<file path="src/sv/bmm_ram.sv">
// Single-port-write, single-port-read memory with registered read data.
`timescale 1ns / 1ps
module bmm_ram #(
  parameter int DEPTH = 64,
  parameter int WIDTH = 8
) (
  input  logic                     clk,
  input  logic                     we,
  input  logic [$clog2(DEPTH)-1:0] waddr,
  input  logic [WIDTH-1:0]         wdata,
  input  logic                     re,
  input  logic [$clog2(DEPTH)-1:0] raddr,
  output logic [WIDTH-1:0]         rdata
);
  logic [WIDTH-1:0] mem [DEPTH];

  always_ff @(posedge clk) begin
    if (we) begin
      mem[waddr] <= wdata;
    end
    if (re) begin
      rdata <= mem[raddr];
    end
  end
endmodule

</file>
<file path="config.mk">
export PLATFORM = sky130hd
export DESIGN_NAME = bmm_ram
export DESIGN_NICKNAME = d
export VERILOG_FILES = /design/src/sv/bmm_ram.sv
export SDC_FILE = /design/constraint.sdc
export NUM_CORES = 1
export LEC_CHECK = 0
export ABC_CLOCK_PERIOD_IN_PS = 2400
export BUFFER_PORTS_ARGS = -buffer_cell sky130_fd_sc_hd__buf_2
export CAP_MARGIN = 15
export CORE_MARGIN = 1
export CORE_UTILIZATION = 27
export CTS_CLUSTER_DIAMETER = 200
export DETAILED_ROUTE_END_ITERATION = 10
export HOLD_SLACK_MARGIN = 0.06
export MAX_ROUTING_LAYER = met4
export RECOVER_POWER = 100
export SYNTH_ARGS = -nofsm -noshare
export SYNTH_HDL_FRONTEND = slang
export SYNTH_SLANG_ARGS = --single-unit
</file>
<file path="constraint.sdc">
create_clock -name clk -period 2.4 [get_ports clk]
set_input_delay 0.12 -clock clk [delete_from_list [all_inputs] [get_ports clk]]
set_output_delay 0.12 -clock clk [all_outputs]
set_load 0.05 [all_outputs]
</file>
==> metrics.log, run 1 <==
INFO  metric final-instance-count-excl-fill = roughly 2100
INFO  metric fin_crit_sh = a little over nine tenths
INFO  metric final_hold_viol_count = 0
INFO  metric area_growth = 17.36%
INFO  metric top_cell_type_s_share_of_synthesized_area = 77.12%
INFO  metric worst_path_dominant_cell_family = buffers and inverters
INFO  metric nFillCells = 7166
INFO  metric arrival = 2.46 ns
INFO  metric clock_sink_count = 520
INFO  metric worstPathRequired = between 2 and 3 ns
INFO  metric fp.coreArea = roughly 74000 um2
INFO  metric cts.path.max_buffers = 3
INFO  metric worstSetupStartpointType = input port
INFO  metric port-buffer-count = 30
INFO  metric netSwitchingFraction = 20.70%
INFO  metric crit-reg2reg-launch = mem[55][5]
INFO  metric globalRoute.totalOverflow = 0
INFO  metric tritoncts = done
INFO  metric min_period = 2.248 ns
INFO  metric reg2reg_to = rdata[5]
INFO  metric p_leak = 7.243 nW
INFO  metric final_core_util = 31.97%
INFO  metric syn-instance-count = 940
INFO  metric max_h_tree_level = 2
INFO  metric drt-total-wl = about 47 mm
INFO  metric track_usage = 12.81%
INFO  metric worstSkewPairLatency = just under 0.6 ns
INFO  metric crit_type = input port to flop
INFO  metric via_count_of_the_first_global_routing_pass = 10310
INFO  metric regToRegSetupSlack = 0.20 ns
INFO  metric critical_path_buf_inv_count = 3
INFO  metric first_pass_iters = 5
INFO  metric cts_made_buffers = 50
INFO  metric violations_in_the_final_reports = max-capacitance violations
INFO  metric cells_on_worst_hold_path = 3
INFO  metric register_clock_pin_slew_on_the_reported_worst_setup_and_hold_paths = 0.06 ns
INFO  metric slowest_delay = 0.60 ns
INFO  metric grt_setup_unrepaired = false
INFO  metric r2r_cells = 4
INFO  metric netlist_area = 20250 um2
INFO  metric antenna_violations_before_repair = 2
INFO  metric io_pins = 31
INFO  metric dominant_register_cell_in_the_synthesized_netlist = sky130_fd_sc_hd__edfxtp_1
INFO  metric post_drt_wl_per_cell = between 20 and 25 um
INFO  metric crit_top_cell = sky130_fd_sc_hd__clkbuf_1
INFO  metric achievable-frequency = between 400 and 500 MHz
INFO  metric numPlacedInstances = 2014
INFO  metric die_height = between 200 and 300 um
INFO  metric preCtsSetupSlack = 0.005972 ns
INFO  metric via_per_inst = approximately 4.7
INFO  metric synth-async-reset-ratio = 0%
INFO  metric syn_avg_cell_area = 21.54 um2
INFO  metric yosys-top-cells-area = sky130_fd_sc_hd__edfxtp_1 (77%), sky130_fd_sc_hd__mux4_2 (14%), sky130_fd_sc_hd__nor2_1 (1.5%)
INFO  metric cells_traversed_along_the_worst_timing_path = dlygate4sd3_1, clkbuf_1, nand3_1, nor2_1, clkbuf_1
INFO  metric cellPowerDensity = 797.7 nW/um2
INFO  metric synth-warning-count = 0
INFO  metric postCtsSetupBuffers = 0
INFO  metric hold_class = input port to flop
INFO  metric mappedNetlistNets = 963
INFO  metric post_cts_resize_count = 0
INFO  metric floorplan_die_area = 76090 um2
INFO  metric post_synth_top_cells = sky130_fd_sc_hd__edfxtp_1 (520), sky130_fd_sc_hd__mux4_2 (126), sky130_fd_sc_hd__nor2_1 (83), sky130_fd_sc_hd__mux2i_1 (23), sky130_fd_sc_hd__nand2_1 (19)
INFO  metric intPower = about 0.015 W
INFO  metric fp.dieW = around 280 um
INFO  metric status = finished, violations left
INFO  metric cts-root-buf = sky130_fd_sc_hd__clkbuf_16
INFO  metric start_util = 27.24%
INFO  metric sequential_group_share_of_total_power = between 50% and 60%
INFO  metric cts_hold_buf = 7
INFO  metric p_sw = a little under 0.004 W
INFO  metric finish.net_count = 1127
INFO  metric seq_total_area_yosys = 77.12%
INFO  metric globalplace.congestion = 0.7888
INFO  metric synth.most_common_cell = sky130_fd_sc_hd__edfxtp_1
INFO  metric first_iter_violations = 888
INFO  metric place_hpwl = 29.90 mm
INFO  metric final_critical_path_setup_slack = 0.1516 ns
INFO  metric placementRows = 100
INFO  metric clock_power_share = 41.3%
INFO  metric total_power = 0.01895 W
INFO  metric drv.max_cap_violation_count = 1
INFO  metric critical_path.endpoint_type = flop
INFO  metric worstHoldStart = waddr[0]
INFO  metric cpMaxStageDelayCell = sky130_fd_sc_hd__nand3_1
INFO  metric whs_endpoint = mem[51][5]
INFO  metric drc_errors = 0
INFO  metric clock-skew-final = 0.01351 ns
INFO  metric tns = 0 ns
INFO  metric pwr-share-comb = under 10%
INFO  metric slew-limit-headroom = less than 1%
INFO  metric synth_area_leader_cell = sky130_fd_sc_hd__edfxtp_1
INFO  metric yosys.cell_types.count = 39
INFO  metric ant_nets = 0
INFO  metric drive_gt1_share = 23.53%
INFO  metric crit_path_max_fanout = 10
INFO  metric worst-slew-pin-transition = around 1.5 ns
INFO  metric total_vias_in_the_final_route = 9881
INFO  metric synth_edf_count = 520
INFO  metric slew_violations = 0
INFO  metric grt_pass1_wl = around 70 mm
INFO  metric ys_ff_latch = 520
INFO  metric grt_max_degree = 65
INFO  metric setup_viol = 0
INFO  metric maximum_vdd_ir_drop = 0.0005314 V
layout by cell type, fill, tap and decap left out, drive strengths merged, types with 3 or more instances in the layout:
master / count
clkinv: 17
nand3b: 3
nand2b: 7
nand3: 13
a221oi: 6
a22oi: 3
nor2b: 14
nor3: 7
a21oi: 3
mux4: 126
bufinv: 5
o21ai: 4
mux2: 13
nor2: 83
dlygate4sd3: 7
edfxtp: 520
buf: 56
mux2i: 23
o2bb2ai: 3
o221ai: 8
o22ai: 8
nand2: 19
clkbuf: 169
o2111ai: 3
a211oi: 4
power by group through the flow:
stage                     Sequential (W)  Combinational (W)  Clock, W
after floorplan                   0.0103           0.000536         0
after global placement            0.0103            0.00103         0
after detailed placement          0.0103            0.00105         0
after CTS                         0.0101            0.00106   0.00800
after global routing              0.0101            0.00109   0.00830
final                             0.0101            0.00102   0.00782
sequential cells by signal, indices dropped and copies added (netlist names):
name / flops
mem: 512
rdata: 8
worst max path at each step:
| stage | start | end | slack (ns) | depth (start not counted) |
|---|---|---|---|---|
| floorplan | raddr[1] | rdata[3] | 0.47 | 7 |
| global placement | raddr[0] | rdata[4] | 0.002 | 7 |
| detailed placement | raddr[0] | rdata[6] | 0.006 | 7 |
| CTS | mem[29][4] | rdata[4] | 0.25 | 5 |
| global route | waddr[1] | mem[13][0] | 0.10 | 6 |
| finish | waddr[1] | mem[6][6] | 0.15 | 5 |
routing by layer:
| layer | track usage (%) | vias up | routed length [um] | share of wire (%) |
|---|---|---|---|---|
| met4 | 4.063 | 0 | 1158 | 2.5 |
| li1 | - | 4278 | - | - |
| met1 | 17.17 | 5258 | 20800 | 44 |
| met2 | 20.01 | 273 | 22420 | 48 |
| met5 | - | - | 0 | 0 |
| met3 | 1.888 | 72 | 2472 | 5.3 |
stage by stage:
stage	cell area (um2)	hold WS [ns]
2_1_floorplan	20250	0.2189
3_3_place_gp	22430	0.4783
3_5_place_dp	22430	0.4857
4_1_cts	24110	0.08298
5_1_grt	23760	0.1085
6_report	23760	0.1167
cells by family (layout without fill, tap and decap cells):
family | Yosys count | count (layout) | share of synthesized area, %
muxes | 162 | 162 | 15.88
AOI/OAI and AO/OA | 54 | 54 | 2.064
DFF | 520 | 520 | 77.12
other | 0 | 2 | 0
buffers and inverters | 51 | 254 | 1.563
and+or+nand+nor | 153 | 153 | 3.374
worst reg2reg max path, cell delays in order, from the launching register on:
cell	delay, ns
sky130_fd_sc_hd__edfxtp_1	0.35
sky130_fd_sc_hd__mux4_2	0.51
sky130_fd_sc_hd__mux4_2	0.51
sky130_fd_sc_hd__o21ai_0	0.41
sky130_fd_sc_hd__o41ai_1	0.14
area by class of cell:
type,count,area (um2),area share (%)
timing repair buffer,163,1006,4.234
sequential,520,15620,65.72
multi-input combinational,369,4315,18.16
clock buffer,69,1386,5.834
clock inverter,22,221.5,0.9320
tap,969,1212,5.102
antenna,2,5.005,0.02106
No activity file was read; power rests on OpenSTA's default activity.
==> inputs of run 2 (changes only) <==
--- a/config.mk
+++ b/config.mk
@@ -5,6 +5,7 @@
 export SDC_FILE = /design/constraint.sdc
 export NUM_CORES = 1
 export LEC_CHECK = 0
+export ABC_AREA = 1
 export ABC_CLOCK_PERIOD_IN_PS = 2400
 export BUFFER_PORTS_ARGS = -buffer_cell sky130_fd_sc_hd__buf_2
 export CAP_MARGIN = 15
==> run 2 against run 1 <==
Against the previous run: routed wire length increased by 18%; clock-buffer cell count up 1; first-iteration DRC count is 79% higher; global-route usage up 1.1 points; final cell count up 41%; the run ends with max-capacitance violations, max-slew violations left; critical endpoint is now mem[55][0]; maximum frequency up 16%.
==> metrics.log, run 2 <==
INFO  metric synth-warning-count = 0 (unchanged)
INFO  metric grt_setup_unrepaired = false
INFO  metric hold_class = input port to flop
INFO  metric cpMaxStageDelayCell = sky130_fd_sc_hd__clkbuf_1
INFO  metric final_hold_viol_count = 0 (unchanged)
INFO  metric antenna_violations_before_repair = 8 (+6)
INFO  metric tritoncts = done
INFO  metric ys_ff_latch = 520 (unchanged)
INFO  metric total_vias_in_the_final_route = 13990 (+42%)
INFO  metric first_pass_iters = 6 (+1)
INFO  metric clock_sink_count = 520 (unchanged)
INFO  metric setup_viol = 0 (unchanged)
INFO  metric drive_gt1_share = 6.056% (-17 points)
INFO  metric clock-skew-final = 0.02353 ns (+0.01001 ns)
INFO  metric finish.net_count = 1912 (+70%)
INFO  metric crit_type = input port to flop
INFO  metric p_leak = 8.471 nW (+17%)
INFO  metric drv.max_cap_violation_count = 1 (unchanged)
INFO  metric area_growth = 14.39%
INFO  metric start_util = 27.47% (+0.23 points)
INFO  metric die_height = 283.7 um (+2.8%)
INFO  metric via_per_inst = 4.697 (+0.49%)
INFO  metric nFillCells = 7793 (+8.7%)
INFO  metric globalRoute.totalOverflow = 0 (unchanged)
INFO  metric grtUsageMet2 = 20.45% (+0.43 points)
INFO  metric port-buffer-count = 30 (unchanged)
INFO  metric fp.coreArea = 77980 um2 (+4.9%)
INFO  metric top_cell_type_s_share_of_synthesized_area = 72.90% (-4.2 points)
INFO  metric register_clock_pin_slew_on_the_reported_worst_setup_and_hold_paths = 0.06 ns (about the same)
INFO  metric cells_on_worst_hold_path = 4 (+1)
INFO  metric yosys-top-cells-area = sky130_fd_sc_hd__edfxtp_1 (73%), sky130_fd_sc_hd__nand2_1 (11%), sky130_fd_sc_hd__nand3_1 (10%)
INFO  metric r2r_cells = 8 (+4)
INFO  metric post_drt_wl_per_cell = 18.58 um (-16%)
INFO  metric cells_traversed_along_the_worst_timing_path = dlygate4sd3_1, clkbuf_1, clkbuf_2
INFO  metric min_period = 1.931 ns (-0.3174 ns)
INFO  metric place_hpwl = 33.86 mm (+13%)
INFO  metric maximum_vdd_ir_drop = 0.0005645 V (+6.2%)
INFO  metric cts.path.max_buffers = 3 (unchanged)
INFO  metric commonest_cells_after_routing_fill_and_taps_aside = sky130_fd_sc_hd__nand2_1 (648), sky130_fd_sc_hd__edfxtp_1 (520), sky130_fd_sc_hd__nand3_1 (439)
INFO  metric synth_area_leader_cell = sky130_fd_sc_hd__edfxtp_1
INFO  metric violations_in_the_final_reports = max-capacitance violations, max-slew violations
INFO  metric cts-root-buf = sky130_fd_sc_hd__clkbuf_16
INFO  metric slowest_delay = 1.00 ns (+0.40 ns)
INFO  metric tns = 0 ns (unchanged)
INFO  metric total_power = 0.01946 W (+2.7%)
INFO  metric status = finished, violations left
INFO  metric slew-limit-headroom = -10.35% (-11 points)
INFO  metric fin_crit_sh = 80.46% (-13 points)
INFO  metric worstSkewPairLatency = 0.60 ns (about the same)
INFO  metric reg_top3 = mem (512), rdata (8)
INFO  metric globalplace.congestion = 0.9029 (+14%)
INFO  metric io_pins = 31 (unchanged)
INFO  metric yosys.cell_types.count = 15 (-62%)
INFO  metric syn_avg_cell_area = 11.87 um2 (-45%)
INFO  metric fp.dieW = 283.7 um (+2.8%)
INFO  metric crit_path_max_fanout = 24 (+14)
INFO  metric first_iter_violations = 1592 (+79%)
INFO  metric slew_violations = 65 (+65)
INFO  metric grt_max_degree = 129 (+98%)
INFO  metric netlist_area = 21420 um2 (+5.8%)
INFO  metric post_synth_top_cells = sky130_fd_sc_hd__nand2_1 (648), sky130_fd_sc_hd__edfxtp_1 (520), sky130_fd_sc_hd__nand3_1 (439), sky130_fd_sc_hd__nor2_1 (56), sky130_fd_sc_hd__buf_2 (37)
INFO  metric max_h_tree_level = 2 (unchanged)
INFO  metric track_usage = 13.95% (+1.1 points)
INFO  metric drt-total-wl = 55.33 mm (+18%)
INFO  metric met3_global_route_usage = 2.942% (+1.1 points)
INFO  metric arrival = 2.26 ns (-0.20 ns)
INFO  metric syn-instance-count = 1805 (+92%)
INFO  metric globalRouteMet1Util = 19.42% (+2.3 points)
INFO  metric synth_edf_count = 520 (unchanged)
INFO  metric worst-slew-pin-transition = 1.655 ns (+0.1702 ns)
INFO  metric post_cts_resize_count = 0 (unchanged)
INFO  metric largest_reg_flops = 512 (unchanged)
INFO  metric drc_errors = 0 (unchanged)
INFO  metric gr-max-usage-layer = met2
INFO  metric final_core_util = 31.42% (-0.55 points)
INFO  metric placementRows = 102 (+2.0%)
INFO  metric achievable-frequency = 517.9 MHz (+16%)
INFO  metric mappedNetlistNets = 1828 (+90%)
INFO  metric cellPowerDensity = 794.3 nW/um2 (-0.42%)
INFO  metric synth-async-reset-ratio = 0% (unchanged)
INFO  metric grt_pass1_wl = 83.53 mm (+21%)
INFO  metric cts_hold_buf = 8 (+1)
INFO  metric leading_cell_type_in_the_layout_fill_and_taps_excluded = sky130_fd_sc_hd__nand2_1
INFO  metric dominant_register_cell_in_the_synthesized_netlist = sky130_fd_sc_hd__edfxtp_1
INFO  metric postCtsSetupBuffers = 0 (unchanged)
INFO  metric synth.most_common_cell = sky130_fd_sc_hd__nand2_1
INFO  metric registers.top_by_ff_count = mem
INFO  metric cts_made_buffers = 53 (+6.0%)
INFO  metric via_count_of_the_first_global_routing_pass = 13500 (+31%)
INFO  metric worstSetupStartpointType = input port
INFO  metric seq_total_area_yosys = 72.90% (-4.2 points)
INFO  metric ant_nets = 0 (unchanged)
INFO  metric worstPathRequired = 2.73 ns (+0.12 ns)
INFO  metric floorplan_die_area = 80460 um2 (+5.7%)
INFO  metric critical_path.endpoint_type = flop
[run 2: metal layers]
metal	share of wire, %	up-vias
met5	0	-
met4	2.3	0
met3	8.6	77
met2	45	506
met1	45	6872
li1	-	6533
[run 2: logic make-up after synthesis]
logic type             count (synthesis)  synth area share, %
AND/OR/NAND/NOR                     1160                23.09
flip-flops                           520                72.90
buffers and inverters                125                4.007
[run 2: worst max-delay path, delay by kind of cell]
| family | cells | cell delay (ns) |
|---|---|---|
| buffers and inverters | 3 | 2.12 |
[run 2: report_power, final]
group	switching (W)	internal, W	leakage, nW
registers	0.0000353	0.0101	4.69
clock network	0.00338	0.00473	0.832
logic	0.000937	0.000304	2.95
[run 2: final timing paths]
check                           startpoint    endpoint  slack, ns
worst min register to register  mem[36][3]    rdata[3]       0.91
worst max-delay path              wdata[0]  mem[55][0]       0.47
worst min-delay path              raddr[4]    rdata[7]       0.10
worst max register to register  mem[19][6]    rdata[6]       0.97
[run 2: through the flow]
step	setup WS, ns	cells	hold WS [ns]	cell area [um2]
3_5_place_dp	0.3246	2866	0.4956	23040
3_3_place_gp	0.3417	2866	0.4912	23040
2_1_floorplan	0.5139	1805	0.2189	21420
6_report	0.4690	2978	0.1010	24500
5_1_grt	0.3505	2978	0.1243	24500
4_1_cts	0.8475	2972	0.06125	24830
[run 2: final cells by class]
| class | count | area, um2 | area share [%] |
|---|---|---|---|
| sequential | 520 | 15620 | 63.73 |
| multi-input combinational | 1160 | 4946 | 20.19 |
| clock buffer | 70 | 1433 | 5.847 |
| tap | 1040 | 1301 | 5.311 |
| timing repair buffer | 142 | 867.1 | 3.539 |
| clock inverter | 28 | 272.8 | 1.113 |
| inverter | 12 | 52.55 | 0.2145 |
| antenna | 6 | 15.01 | 0.06128 |
==> inputs of run 3 (changes only) <==
--- a/config.mk
+++ b/config.mk
@@ -6,7 +6,7 @@
 export NUM_CORES = 1
 export LEC_CHECK = 0
 export ABC_AREA = 1
-export ABC_CLOCK_PERIOD_IN_PS = 2400
+export ABC_CLOCK_PERIOD_IN_PS = 2000
 export BUFFER_PORTS_ARGS = -buffer_cell sky130_fd_sc_hd__buf_2
 export CAP_MARGIN = 15
 export CORE_MARGIN = 1
==> constraint.sdc (replaced) <==
create_clock -name clk -period 2 [get_ports clk]
set_input_delay 0.1 -clock clk [delete_from_list [all_inputs] [get_ports clk]]
set_output_delay 0.1 -clock clk [all_outputs]
set_load 0.05 [all_outputs]
==> run 3 against run 2 <==
Against the previous run: the flow still finishes with violations (max-capacitance violations, max-slew violations); register-to-register slack worse by 0.54 ns; final cell count grew 0.27%; first-iteration DRC count increased by 9.3%; sequential share of layout area shrank 0.47 points; total power grew 21%; via count grew 1.2%; worst hold slack better by 0.052 ns; utilization grew 0.23 points; largest cell class unchanged.
==> metrics.log, run 3 (synthesized netlist as in run 2, its figures left out) <==
INFO  metric grt_max_degree = 81 (-37%)
INFO  metric drv.max_cap_violation_count = 4 (+3)
INFO  metric crit_type = input port to flop
INFO  metric fp.coreArea = 77980 um2 (unchanged)
INFO  metric cellPowerDensity = 956.3 nW/um2 (+20%)
INFO  metric achievable-frequency = 569.3 MHz
INFO  metric slew_violations = 218 (+240%)
INFO  metric crit_path_max_fanout = 64 (+170%)
INFO  metric track_usage = 13.96% (about the same)
INFO  metric postCtsSetupBuffers = 0 (unchanged)
INFO  metric worstPathRequired = 2.15 ns (-0.58 ns)
INFO  metric placed_cell_area = 23190 um2 (+0.66%)
INFO  metric final-instance-count-excl-fill = 2986 (+0.27%)
INFO  metric clock_power_share = 42.2% (+0.5 points)
INFO  metric violations_in_the_final_reports = max-capacitance violations, max-slew violations
INFO  metric cts.path.max_buffers = 3 (unchanged)
INFO  metric clock-skew-final = 0.03691 ns (+0.01339 ns)
INFO  metric globalplace.congestion = 0.8695 (-3.7%)
INFO  metric globalRoute.totalOverflow = 0 (unchanged)
INFO  metric cts-root-buf = sky130_fd_sc_hd__clkbuf_16
INFO  metric design_area = 24680 um2 (+0.75%)
INFO  metric hold_class = input port to flop
INFO  metric netSwitchingFraction = 22.32% (about the same)
INFO  metric status = finished, violations left
INFO  metric placementRows = 102 (unchanged)
INFO  metric worst-slew-pin-transition = 1.736 ns (+0.08114 ns)
INFO  metric fp.dieW = 283.7 um (unchanged)
INFO  metric drc_errors = 0 (unchanged)
INFO  metric grt_pass1_wl = 83.69 mm (+0.19%)
INFO  metric cts_made_buffers = 54 (+1.9%)
INFO  metric port-buffer-count = 30 (unchanged)
INFO  metric numPlacedInstances = 2873 (+0.24%)
INFO  metric setup_viol = 0 (unchanged)
INFO  metric tns = 0 ns (unchanged)
INFO  metric area_growth = 15.25%
INFO  metric via_per_inst = 4.739 (+0.89%)
INFO  metric total_vias_in_the_final_route = 14150 (+1.2%)
INFO  metric largest_reg_flops = 512 (unchanged)
INFO  metric io_pins = 31 (unchanged)
INFO  metric ant_nets = 0 (unchanged)
INFO  metric final_hold_viol_count = 0 (unchanged)
INFO  metric p_leak = 8.571 nW (+1.2%)
INFO  metric nFillCells = 7771 (-0.28%)
INFO  metric post_drt_wl_per_cell = 18.60 um (+0.13%)
INFO  metric arrival = 1.91 ns (-0.35 ns)
INFO  metric via_count_of_the_first_global_routing_pass = 13480 (-0.13%)
INFO  metric clock_sink_count = 520 (unchanged)
INFO  metric maximum_vdd_ir_drop = 0.0006575 V (+16%)
INFO  metric fin_crit_sh = 87.83%
INFO  metric registers.top_by_ff_count = mem
INFO  metric start_util = 27.47% (unchanged)
INFO  metric finish.net_count = 1921 (+0.47%)
INFO  metric critical_path.endpoint_type = flop
INFO  metric commonest_cells_after_routing_fill_and_taps_aside = sky130_fd_sc_hd__nand2_1 (648), sky130_fd_sc_hd__edfxtp_1 (520), sky130_fd_sc_hd__nand3_1 (439)
INFO  metric min_period = around 1.8 ns
INFO  metric leading_cell_type_in_the_layout_fill_and_taps_excluded = sky130_fd_sc_hd__nand2_1
INFO  metric place_hpwl = 33.29 mm (-1.7%)
INFO  metric pwr-share-comb = 6.4% (about the same)
INFO  metric max_h_tree_level = 2 (unchanged)
INFO  metric die_height = 283.7 um (unchanged)
INFO  metric drt-total-wl = 55.55 mm (+0.40%)
INFO  metric preCtsSetupSlack = 0.02398 ns (-0.3006 ns)
INFO  metric final_critical_path_setup_slack = 0.2435 ns (-0.2256 ns)
INFO  metric drive_gt1_share = 6.914% (+0.86 points)
INFO  metric intPower = 0.01834 W (+21%)
INFO  metric worstSetupStartpointType = input port
INFO  metric antenna_violations_before_repair = 7 (-1)
INFO  metric reg_top3 = mem (512), rdata (8)
INFO  metric floorplan_die_area = 80460 um2 (unchanged)
INFO  metric p_sw = 0.005270 W (+21%)
INFO  metric tritoncts = done
INFO  metric worstSkewPairLatency = 0.61 ns (about the same)
INFO  metric sequential_group_share_of_total_power = 51.4% (-0.6 points)
INFO  metric register_clock_pin_slew_on_the_reported_worst_setup_and_hold_paths = 0.06 ns (about the same)
INFO  metric first_pass_iters = 5 (-1)
INFO  metric grt_setup_unrepaired = false
INFO  metric first_iter_violations = 1740 (+9.3%)
INFO  metric slew-limit-headroom = -15.76% (-5.4 points)
[run 3: cell count changes in the layout (fill, tap and decap cells not counted), moves of 2 or more]
cell                        before  now
sky130_fd_sc_hd__buf_4          12   17
sky130_fd_sc_hd__clkinv_2       12    9
sky130_fd_sc_hd__buf_2           8   16
sky130_fd_sc_hd__diode_2         6    8
sky130_fd_sc_hd__clkinv_1        6    9
sky130_fd_sc_hd__bufinv_16       5    7
sky130_fd_sc_hd__buf_12         13   18
sky130_fd_sc_hd__clkbuf_1      112   97
[run 3: final timing paths]
kind | from | endpoint | slack [ns] | cells past startpoint
setup / recovery | wdata[6] | mem[58][6] | 0.24 | 3
hold reg to reg | mem[60][3] | rdata[3] | 0.89 | 8
setup reg to reg | mem[19][4] | rdata[4] | 0.43 | 8
hold / removal | raddr[4] | rdata[0] | 0.15 | 5
[run 3: what timing repair did]
item | 4_1_cts | 5_1_grt
gates resized for setup | 0 | 0
hold endpoints to repair | 310 | 0
endpoints found under the setup margin | 0 | 0
hold buffers | 9 | 0
[run 3: power by group through the flow]
stage	combinational [W]	sequential, W	clock [W]
global route	0.00165	0.0121	0.0105
global placement	0.00151	0.0123	0
detailed placement	0.00153	0.0123	0
floorplan	0.000848	0.0124	0
CTS	0.00155	0.0121	0.0101
finish	0.00151	0.0121	0.00996
[run 3: critical path, stage by stage]
cell	delay, ns
sky130_fd_sc_hd__dlygate4sd3_1	0.52
sky130_fd_sc_hd__buf_2	0.09
sky130_fd_sc_hd__clkbuf_2	1.13
[run 3: per-layer routing]
layer / wire (um) / track usage (%)
met5: 0 / -
met4: 1187 / 3.919
met3: 4755 / 2.645
met2: 25000 / 20.74
met1: 24610 / 19.38
[run 3: layout make-up]
class                      instances  area, um2  share of cell area (%)
tap                             1040       1301                   5.271
multi-input combinational       1160       4946                   20.04
inverter                          12      52.55                  0.2129
clock buffer                      64       1389                   5.626
clock inverter                    32      355.3                   1.440
timing repair buffer             150       1006                   4.075
sequential                       520      15620                   63.26
antenna                            8      20.02                 0.08110
[run 3: metrics by stage]
stage               util [%]  hold slack [ns]  total power (W)
finish                 31.66           0.1532          0.02361
global route           31.65           0.1626          0.02428
CTS                    32.10          0.07048          0.02379
detailed placement     29.75           0.4803          0.01387
global placement       29.75           0.4878          0.01386
floorplan                  -           0.1989          0.01324
